`src/rtl/pase_pkg.sv`:
```
// Shared types and codes for the parenthesised add/subtract stack evaluator.
// No dependencies. Imported by pase_cell and paren_add_sub_stack_evaluator.
`default_nettype none

package pase_pkg;

  // Token kinds on the mode field
  typedef enum logic [2:0] {
    MODE_OPEN  = 3'd0,
    MODE_CLOSE = 3'd1,
    MODE_PLUS  = 3'd2,
    MODE_MINUS = 3'd3,
    MODE_VALUE = 3'd4,
    MODE_END   = 3'd5
  } mode_t;

  // Status codes reported with each result
  typedef enum logic [2:0] {
    ST_OK          = 3'd0,
    ST_NO_OPERATOR = 3'd1,
    ST_MISSING_OPD = 3'd2,
    ST_UNMATCHED   = 3'd3,
    ST_EMPTY_PAREN = 3'd4,
    ST_ILLEGAL_END = 3'd5,
    ST_OVERFLOW    = 3'd6
  } status_t;

  // Kind of a stack entry
  typedef enum logic [1:0] {
    K_OPEN  = 2'd0,
    K_PLUS  = 2'd1,
    K_MINUS = 2'd2,
    K_VALUE = 2'd3
  } kind_t;

  // One stack entry
  typedef struct packed {
    kind_t              kind;
    logic signed [31:0] value;
  } entry_t;

  // Shift command broadcast to every cell of the stack
  typedef enum logic [1:0] {
    SH_HOLD = 2'd0,
    SH_PUSH = 2'd1,  // every entry moves one deeper, new entry on top
    SH_POP1 = 2'd2,  // entries move up by one, top replaced
    SH_POP3 = 2'd3   // entries move up by three, top replaced
  } shift_t;

endpackage

`default_nettype wire

```
`src/rtl/paren_add_sub_stack_evaluator.sv`:
```
// Top level of the parenthesised add/subtract evaluator: token decode,
// saturating add/sub, occupancy count and the row of pase_cell stack cells.
// Depends on pase_pkg and pase_cell.
//
//  channel | signals                              | direction
//  --------+--------------------------------------+----------
//  in      | in_valid, in_stall, mode, operand    | token in
//  out     | out_valid, out_stall, status,        | result out
//          | result, finished                     |
//
// One token per cycle while in_stall is low, result in the cycle after acceptance:
// every token reads only the top four cells and uses one 33-bit add/sub.
// Synchronous active-high rst empties the stack and clears the held error
// and out_valid; cell contents and the output data are not reset.
// in_stall is high only while a result waits in the output register and
// out_stall is high; a new transaction is taken in the cycle the old one leaves.
`default_nettype none

module paren_add_sub_stack_evaluator
  import pase_pkg::*;
#(
  parameter int STACK_DEPTH = 32
) (
  input  wire                clk,
  input  wire                rst,
  input  wire                in_valid,
  output logic               in_stall,
  input  wire  [2:0]         mode,
  input  wire  signed [31:0] operand,
  output logic               out_valid,
  input  wire                out_stall,
  output logic [2:0]         status,
  output logic signed [31:0] result,
  output logic               finished
);

  localparam int CW = $clog2(STACK_DEPTH + 1);

  // Control state
  logic [CW-1:0] cnt, cnt_next;
  status_t       held_error, held_error_next;

  // Stack row
  entry_t cells [STACK_DEPTH];
  entry_t inject;
  shift_t shift;

  // Handshake
  logic take;
  assign in_stall = out_valid & out_stall;
  assign take     = in_valid & ~in_stall;

  // Top four entries and occupancy tests
  entry_t t0, t1, t2, t3;
  assign t0 = cells[0];
  assign t1 = cells[1];
  assign t2 = cells[2];
  assign t3 = cells[3];

  logic full;
  assign full = (cnt == CW'(STACK_DEPTH));

  // Saturating add/sub: value token folds into t1, close folds inner into t3
  logic                close_fold;
  logic signed [31:0]  lhs, rhs, sat;
  logic                sub;
  logic signed [32:0]  sum;

  always_comb begin
    close_fold = (mode == MODE_CLOSE);
    lhs = close_fold ? t3.value : t1.value;
    rhs = close_fold ? t0.value : operand;
    sub = close_fold ? (t2.kind == K_MINUS) : (t0.kind == K_MINUS);
    sum = sub ? ({lhs[31], lhs} - {rhs[31], rhs}) : ({lhs[31], lhs} + {rhs[31], rhs});
    if (sum[32] != sum[31]) begin
      sat = sum[32] ? 32'sh8000_0000 : 32'sh7fff_ffff;
    end else begin
      sat = sum[31:0];
    end
  end

  // Token decode
  status_t            st_out;
  logic signed [31:0] res_out;

  always_comb begin
    cnt_next        = cnt;
    held_error_next = held_error;
    shift           = SH_HOLD;
    inject          = t0;
    st_out          = held_error;
    res_out         = '0;

    if (take) begin
      if (mode == MODE_END) begin
        st_out = held_error;
        if (held_error == ST_OK) begin
          if (cnt == CW'(1) && t0.kind == K_VALUE) begin
            res_out = t0.value;
          end else begin
            st_out = ST_ILLEGAL_END;
          end
        end
        cnt_next        = '0;
        held_error_next = ST_OK;
      end else if (held_error == ST_OK) begin
        case (mode)
          MODE_OPEN: begin
            if (full) begin
              held_error_next = ST_OVERFLOW;
            end else begin
              shift       = SH_PUSH;
              inject.kind = K_OPEN;
              inject.value = '0;
              cnt_next    = cnt + CW'(1);
            end
          end
          MODE_PLUS, MODE_MINUS: begin
            if (cnt == '0 || t0.kind != K_VALUE) begin
              held_error_next = ST_MISSING_OPD;
            end else if (full) begin
              held_error_next = ST_OVERFLOW;
            end else begin
              shift        = SH_PUSH;
              inject.kind  = (mode == MODE_PLUS) ? K_PLUS : K_MINUS;
              inject.value = '0;
              cnt_next     = cnt + CW'(1);
            end
          end
          MODE_VALUE: begin
            if (cnt == '0 || t0.kind == K_OPEN) begin
              if (full) begin
                held_error_next = ST_OVERFLOW;
              end else begin
                shift        = SH_PUSH;
                inject.kind  = K_VALUE;
                inject.value = operand;
                cnt_next     = cnt + CW'(1);
              end
            end else if ((t0.kind == K_PLUS || t0.kind == K_MINUS) && cnt >= CW'(2)) begin
              shift        = SH_POP1;
              inject.kind  = K_VALUE;
              inject.value = sat;
              cnt_next     = cnt - CW'(1);
            end else begin
              held_error_next = ST_NO_OPERATOR;
            end
          end
          MODE_CLOSE: begin
            if (cnt == '0) begin
              held_error_next = ST_UNMATCHED;
            end else if (t0.kind == K_OPEN) begin
              held_error_next = ST_EMPTY_PAREN;
            end else if (t0.kind == K_VALUE) begin
              if (cnt < CW'(2) || t1.kind != K_OPEN) begin
                held_error_next = ST_UNMATCHED;
              end else if (cnt == CW'(2) || t2.kind == K_OPEN) begin
                // group closes onto an open mark or the bottom: value replaces mark
                shift        = SH_POP1;
                inject.kind  = K_VALUE;
                inject.value = t0.value;
                cnt_next     = cnt - CW'(1);
              end else if ((t2.kind == K_PLUS || t2.kind == K_MINUS) && cnt >= CW'(4)) begin
                // group value folds into the pending operation below it
                shift        = SH_POP3;
                inject.kind  = K_VALUE;
                inject.value = sat;
                cnt_next     = cnt - CW'(3);
              end else begin
                held_error_next = ST_NO_OPERATOR;
              end
            end else begin
              held_error_next = ST_MISSING_OPD;
            end
          end
          default: begin
          end
        endcase
        st_out = held_error_next;
      end else begin
        st_out = held_error;
      end
    end
  end

  // Cell row: cell 0 loads the injected entry on every move
  for (genvar i = 0; i < STACK_DEPTH; i++) begin : g_cell
    entry_t prev_e, next1_e, next3_e;
    if (i == 0) begin : g_top
      assign prev_e  = inject;
      assign next1_e = inject;
      assign next3_e = inject;
    end else begin : g_body
      assign prev_e = cells[i-1];
      if (i + 1 < STACK_DEPTH) begin : g_n1
        assign next1_e = cells[i+1];
      end else begin : g_n1z
        assign next1_e = '0;
      end
      if (i + 3 < STACK_DEPTH) begin : g_n3
        assign next3_e = cells[i+3];
      end else begin : g_n3z
        assign next3_e = '0;
      end
    end
    pase_cell u_cell (
      .clk        (clk),
      .shift      (shift),
      .from_prev  (prev_e),
      .from_next1 (next1_e),
      .from_next3 (next3_e),
      .ent        (cells[i])
    );
  end

  // Count and held error
  always_ff @(posedge clk) begin
    if (rst) begin
      cnt        <= '0;
      held_error <= ST_OK;
    end else begin
      cnt        <= cnt_next;
      held_error <= held_error_next;
    end
  end

  // Output register
  always_ff @(posedge clk) begin
    if (rst) begin
      out_valid <= 1'b0;
    end else if (take) begin
      out_valid <= 1'b1;
    end else if (!out_stall) begin
      out_valid <= 1'b0;
    end
  end

  always_ff @(posedge clk) begin
    if (take) begin
      status   <= st_out;
      result   <= res_out;
      finished <= (mode == MODE_END);
    end
  end

  // Checks
  a_held_freezes: assert property (@(posedge clk) disable iff (rst)
    (held_error != ST_OK && !(take && mode == MODE_END)) |=> $stable(cnt))
    else $error("stack moved while an error was held");

  a_cnt_bound: assert property (@(posedge clk) disable iff (rst)
    cnt <= CW'(STACK_DEPTH))
    else $error("stack count beyond depth");

  a_end_clears: assert property (@(posedge clk) disable iff (rst)
    (take && mode == MODE_END) |=>
      (out_valid && finished && cnt == '0 && held_error == ST_OK))
    else $error("end transaction did not clear the stack");

  a_result_zero: assert property (@(posedge clk) disable iff (rst)
    (out_valid && !(finished && status == ST_OK)) |-> result == '0)
    else $error("nonzero result without a clean end");

endmodule

`default_nettype wire

```
`src/rtl/pase_cell.sv`:
```
// One stack cell: holds a single entry and loads from its neighbours.
// Depends on pase_pkg.
`default_nettype none

module pase_cell
  import pase_pkg::*;
(
  input  wire         clk,
  input  wire shift_t shift,
  input  wire entry_t from_prev,   // entry one place nearer the top
  input  wire entry_t from_next1,  // entry one place deeper
  input  wire entry_t from_next3,  // entry three places deeper
  output entry_t      ent
);

  // Payload only, no reset: occupancy is tracked by the count in the top level
  always_ff @(posedge clk) begin
    case (shift)
      SH_PUSH: ent <= from_prev;
      SH_POP1: ent <= from_next1;
      SH_POP3: ent <= from_next3;
      default: ent <= ent;
    endcase
  end

endmodule

`default_nettype wire
```
`config.mk`:
```
export PLATFORM = sky130hd
export DESIGN_NAME = paren_add_sub_stack_evaluator
export DESIGN_NICKNAME = d
export VERILOG_FILES = /design/src/rtl/pase_pkg.sv /design/src/rtl/paren_add_sub_stack_evaluator.sv /design/src/rtl/pase_cell.sv
export SDC_FILE = /design/constraint.sdc
export NUM_CORES = 2
export LEC_CHECK = 0
export ABC_AREA = 1
export ABC_CLOCK_PERIOD_IN_PS = 39000
export BUFFER_PORTS_ARGS = -buffer_cell sky130_fd_sc_hd__buf_2
export CAP_MARGIN = 0
export CORE_MARGIN = 3
export CORE_UTILIZATION = 62
export DETAILED_ROUTE_END_ITERATION = 6
export HOLD_SLACK_MARGIN = 0.02
export PLACE_DENSITY = 0.83
export SLEW_MARGIN = 0
export SYNTH_ARGS = -nofsm -noshare
export SYNTH_HDL_FRONTEND = slang
export SYNTH_SLANG_ARGS = --single-unit
export TNS_END_PERCENT = 1
```
`constraint.sdc`:
```
create_clock -name clk -period 39 [get_ports clk]
set_input_delay 5.85 -clock clk [delete_from_list [all_inputs] [get_ports clk]]
set_output_delay 5.85 -clock clk [all_outputs]
set_load 0.03 [all_outputs]
```
; ---- Word-level counts from Yosys, hierarchy flattened
; Cells that the tools add are included.
[word_totals]
register_bits = 1134
latchBits = 0
mem_bits_rw = 0
mem_bits_ro = 0
in_bits = 39
output_inout_bits = 38
word_cells = 243
mem_count = 0
[op_classes]
addsub = 5
mul = 0
div_mod_pow = 0
order_cmp = 3
eq_ne = 38
shift = 0
mux = 96
bitwise = 4
n_reduce_logical = 27
[op_table]
columns = op, n
row1 = one-hot mux 34 bit (3 select lines), 30
row2 = 2-to-1 mux 34 bit, 12
row3 = one-hot mux 34 bit (4 select lines), 1
row4 = 2-to-1 mux 32 bit, 4
row5 = 2-to-1 mux 6 bit, 12
row6 = one-hot mux 34 bit (2 select lines), 1
row7 = 2-to-1 mux 3 bit, 15
row8 = adder 32 x 32 -> 33 bit, 1
row9 = 2-to-1 mux 33 bit, 1
row10 = subtractor 32 x 32 -> 33 bit, 1
row11 = 2-to-1 mux 2 bit, 12
row12 = one-hot mux 6 bit (4 select lines), 1
row13 = "!= test 2 bit, second input constant", 8
row14 = AND reduction 16 bit, 1
row15 = AND reduction 15 bit, 1
row16 = one-hot mux 3 bit (4 select lines), 1
row17 = "== test 2 bit, second input constant", 5
row18 = AND reduction 10 bit, 1
row19 = "!= test 3 x 2 -> 1 bit, second input constant", 3
row20 = "!= test 3 bit, second input constant", 3
row21 = one-hot mux 2 bit (4 select lines), 1
row22 = "adder 6 x 1 -> 6 bit, second input constant", 1
row23 = "== test 2 x 1 -> 1 bit, second input constant", 3
row24 = "== test 3 x 2 -> 1 bit, second input constant", 2
row25 = 30 further kinds, 52

; ---- Longest topological paths before layout
[depth]
depth_word = 16
depth_mapped = 33
mapped_depth_nobuf = 31

; ---- Cells and area by module
; Synthesis repeated with hierarchy kept, for this count alone.
[unflattened]
cells_unflattened = 7713
hier_area_um2 = 66368.7
[by_module_without_submodules]
columns = mod, instances, cells_each, area_each_um2, seq_area_each_um2
row1 = pase_cell, 32, 191, 1800.5, 1021.0
row2 = paren_add_sub_stack_evaluator, 1, 1601, 8753.4, 1281.2

; ---- Worst setup path before layout
; OpenSTA, ideal clock, no wires.
[synth_path]
path_kind = input -> register
start = input out_stall
end = register g_cell[10].u_cell.ent[0] (netlist name) (enable)
setup_time_ns = 1.361
arrival_ns = 28.508
required_time_ns = 37.639
setup_slack_ns = 9.131
path_stages = 11
n_path_buf = 2
cell_sequence = nand2_1 inv_1 nor2_1 inv_1 nor2_1 nand2_4 inv_2 buf_4 buf_2 nor2_1 inv_1
[synth_between]
elab_chain_len = 6
elab_cells_between_ends = 8
cone_classes = 3 x eq/ne / 1 x mux / 3 x bitwise / 1 x reduce/logical
[synth_rtl]
columns = element, line
row1 = from (decl), paren_add_sub_stack_evaluator.sv:31  ; input wire out_stall,
row2 = AND 1 bit *, paren_add_sub_stack_evaluator.sv:50  ; assign in_stall = out_valid & out_stall;
row3 = net in_stall, paren_add_sub_stack_evaluator.sv:27  ; output logic in_stall,
row4 = NOT 1 bit *, paren_add_sub_stack_evaluator.sv:51  ; assign take = in_valid & ~in_stall;
row5 = AND 1 bit *, paren_add_sub_stack_evaluator.sv:51
row6 = net take, paren_add_sub_stack_evaluator.sv:49  ; logic take;
row7 = 2-to-1 mux 2 bit *, paren_add_sub_stack_evaluator.sv:94  ; if (take) begin
row8 = == test 2 x 1 -> 1 bit / == test 2 bit (equally long branches), pase_cell.sv:18  ; case (shift)
row9 = nonzero test 3 bit (no source line) *, -
row10 = to (signal assigned), pase_cell.sv:19  ; SH_PUSH: ent <= from_prev;
row11 = to (signal assigned), pase_cell.sv:20  ; SH_POP1: ent <= from_next1;
row12 = to (signal assigned), pase_cell.sv:21  ; SH_POP3: ent <= from_next3;
row13 = to (decl), pase_cell.sv:13  ; output entry_t ent
; Mark *: on every way through the listed nets, which the timed path passes. The rest lies on a longest branch.
; A chain may end at the register's enable or synchronous reset.

; ---- Final worst setup path
[layout_path]
start = input mode[2]
end = register g_cell[19].u_cell.ent[14] (netlist name), data pin
[layout_between]
elab_chain_len = 8
elab_cells_between_ends = 15
cone_classes = 8 x eq/ne / 5 x mux / 2 x reduce/logical
[layout_rtl]
columns = element, line
row1 = from (decl), paren_add_sub_stack_evaluator.sv:28  ; input wire [2:0] mode,
row2 = == test 3 x 2 -> 1 bit, paren_add_sub_stack_evaluator.sv:107  ; case (mode)
row3 = OR reduction 2 bit, paren_add_sub_stack_evaluator.sv:107
row4 = one-hot mux 2 bit (4 select lines), paren_add_sub_stack_evaluator.sv:107
row5 = 2-to-1 mux 2 bit, paren_add_sub_stack_evaluator.sv:106  ; end else if (held_error == ST_OK) begin
row6 = 2-to-1 mux 2 bit *, paren_add_sub_stack_evaluator.sv:95  ; if (mode == MODE_END) begin
row7 = 2-to-1 mux 2 bit *, paren_add_sub_stack_evaluator.sv:94
row8 = == test 2 bit / == test 2 x 1 -> 1 bit (equally long branches), pase_cell.sv:18
row9 = one-hot mux 34 bit (3 select lines) *, pase_cell.sv:18
row10 = to (signal assigned), pase_cell.sv:19
row11 = to (signal assigned), pase_cell.sv:20
row12 = to (signal assigned), pase_cell.sv:21
row13 = to (decl), pase_cell.sv:13
; Every way passes the cells marked *; elsewhere a longest branch is shown, timed or not.

==> metrics.yaml <==
place_ws_ns: 25.80
endpoint_kind: "flop"
drc: 0
ys_seq_area_share_pct: 59.1
arrival_ns: 12.94
min_period_over_period_pct: 32.2
firstDrtPassIters: 6
yosys.area.top_type: "edfxtp_1"
h-tree-depth: 3
via_per_inst: 6.39
numCtsBuffers: 114
nets: 5524
core-area_um2: 91000
place_area_um2: 57900
grt_pass1_vias: 40584
place_hpwl_um: 80400
fillCellCount: 6412
setup_viol: 0
cts_tree: "built"
overflow: 0
min_from: "out_valid"
area_delta_synth_final_pct: 7.20
grt_max_degree: 220
peakVddDrop_v: 0.0000404
gp_congestion: 1.01
worstSkewPairLatency_ns: 0.70
num_io_pins: 77
slew_headroom_pct: 12.5
maxCapViolCount: 0
ys.flop_type: "edfxtp_1"
die_area_um2: 96300
yosys-top-cells-area: "edfxtp_1 (59%), o221ai_1 (15%), nand2_1 (8.1%)"
synth_top_cell_area_share_pct: 58.8
synth_nets: 5664
stdcell_area_um2: 61600
synthesis.area_um2: 57400
rsz0062_at_grt: "false"
required_ns: 39.37
avgSynthCellArea_um2: 10.3
hold_viol: 0
finalMaxSlewViolations: 0
syn_inst: 5580
rows: 110
cts_resized: 0
fp.dieW_um: 310
yosysUniqueCellTypes: 47
cp_max_fo: 219
clk_pin_slew_ns: 0.06
hold_buffers: 0
synth_common_cells: "nand2_1 (1,233), edfxtp_1 (1,124), inv_1 (1,092), o221ai_1 (954), nor2_1 (164)"
clk_path_buf_depth: 3
cellPowerDensity_nw_per_um2: 43.3
antenna_found_initial: 14
cts_num_sinks: 1134
fin_tns_setup_ns: 0
status: "finished, final reports clean"
worstMarginPinSlew_ns: 1.31
first_iter_violations: 6758
synthArstFlopShare_pct: 0
synth-seq-cells: 1134
num_vias: 43289
synth_edf_count: 1124
drive_gt1_share_pct: 5.70
post_cts_buffers: 0
portBuffers: 76
fin_ws_ns: 26.43
hold_path.class: "reg -> reg"
p_leak_uw: 0.0235
yosysMostFrequentCell: "nand2_1"
grt_use_total_pct: 27.2
crit_type: "in -> reg"
clock-root-buffer: "clkbuf_16"
grt_pass1_wl_um: 214000
post-route-min-period_ns: 12.57
reg2reg_from: "cnt[1]"
drt-total-wl_um: 134000
wl_per_cell_um: 19.8
startpoint: "mode[2]"
initial_core_util_pct: 63.1
postRouteAntennaNets: 0
max_freq_mhz: 79.6
ys_warn_count: 0
skew_ns: 0.0277
startpoint_type: "primary input"
die_h_um: 310
## cell usage in the layout, fill, tap and decap left out, drive strengths merged, types with 56 or more instances in the layout
cell type	netlist	routed
inv	1103	1103
o221ai	954	954
clkinv	1	56
clkbuf	160	136
o21ai	97	97
a21oi	121	121
nand3	144	144
edfxtp	1124	1124
nor2	168	168
o22ai	71	71
buf	217	121
nand2	1235	1235
## cells by family after synthesis
kind of cell	Yosys count	synth area share (%)
XOR/XNOR	39	0.595
adder cells (fa/ha/maj)	45	0.994
flip-flops	1134	59.1
buffers and inverters	1481	10.5
AO/OA/AOI/OAI	1282	17.8
AND/OR/NAND/NOR	1599	11.0
## routing by layer
layer	wire (um)	vias up	global-route usage (%)
met5	79	-	0
met4	3700	12	9.66
met3	12700	288	4.66
met2	62300	2254	41.8
met1	55300	20859	39.3
li1	-	19876	-
## per-stage QoR
step                power, uW  instances  hold WS (ns)  utilization, %
global placement         1590       6556         0.464            63.6
CTS                      2670       6763         0.495            67.6
detailed placement       1590       6556         0.486            63.6
global route             2740       6769         0.511            67.7
finish                   2660       6772         0.488            67.7
floorplan                1570       5580         0.455               -
## worst max-delay path, stage by stage
cell and delay, ns:
buf_2 0.13, inv_2 0.16, nand3_4 0.52, nor2_1 0.13
nand2_1 0.17, o21ai_4 0.19, nand2_4 0.77, inv_8 0.50
nand2_4 0.83, buf_4 0.90, buf_4 0.70, buf_12 0.62
buf_4 0.97, o221ai_1 0.26
## path summary, 6_finish.rpt
kind              depth (start not counted)                   endpoint  slack, ns
setup / recovery                         14  g_cell[19].u_cell.ent[14]      26.43
hold / removal                            2                  out_valid       0.49
setup reg to reg                         17  g_cell[19].u_cell.ent[14]      31.32
hold reg to reg                           2                  out_valid       0.49
## state kept, by name, summed over array words and instances, names as in the netlist
name / flops
cnt: 6
finished: 1
g_cell.u_cell.ent: 1088
held_error: 3
out_valid: 1
result: 32
status: 3
## where the power goes
| group | switching [uW] | internal, uW | total [uW] |
|---|---|---|---|
| Clock | 465 | 623 | 1090 |
| Combinational | 137 | 58.1 | 196 |
| Sequential | 13.0 | 1370 | 1380 |
## area by class of cell
class | instances | area (um2) | area share (%)
Antenna cell | 9 | 22.5 | 0.0366
Clock buffer | 136 | 3000 | 4.87
Clock inverter | 71 | 642 | 1.04
Inverter | 1104 | 4170 | 6.77
Multi-Input combinational cell | 2965 | 17500 | 28.4
Sequential cell | 1134 | 34000 | 55.2
Tap cell | 1232 | 1540 | 2.50
Timing Repair Buffer | 121 | 743 | 1.21
(Power assumes the default switching activity.)
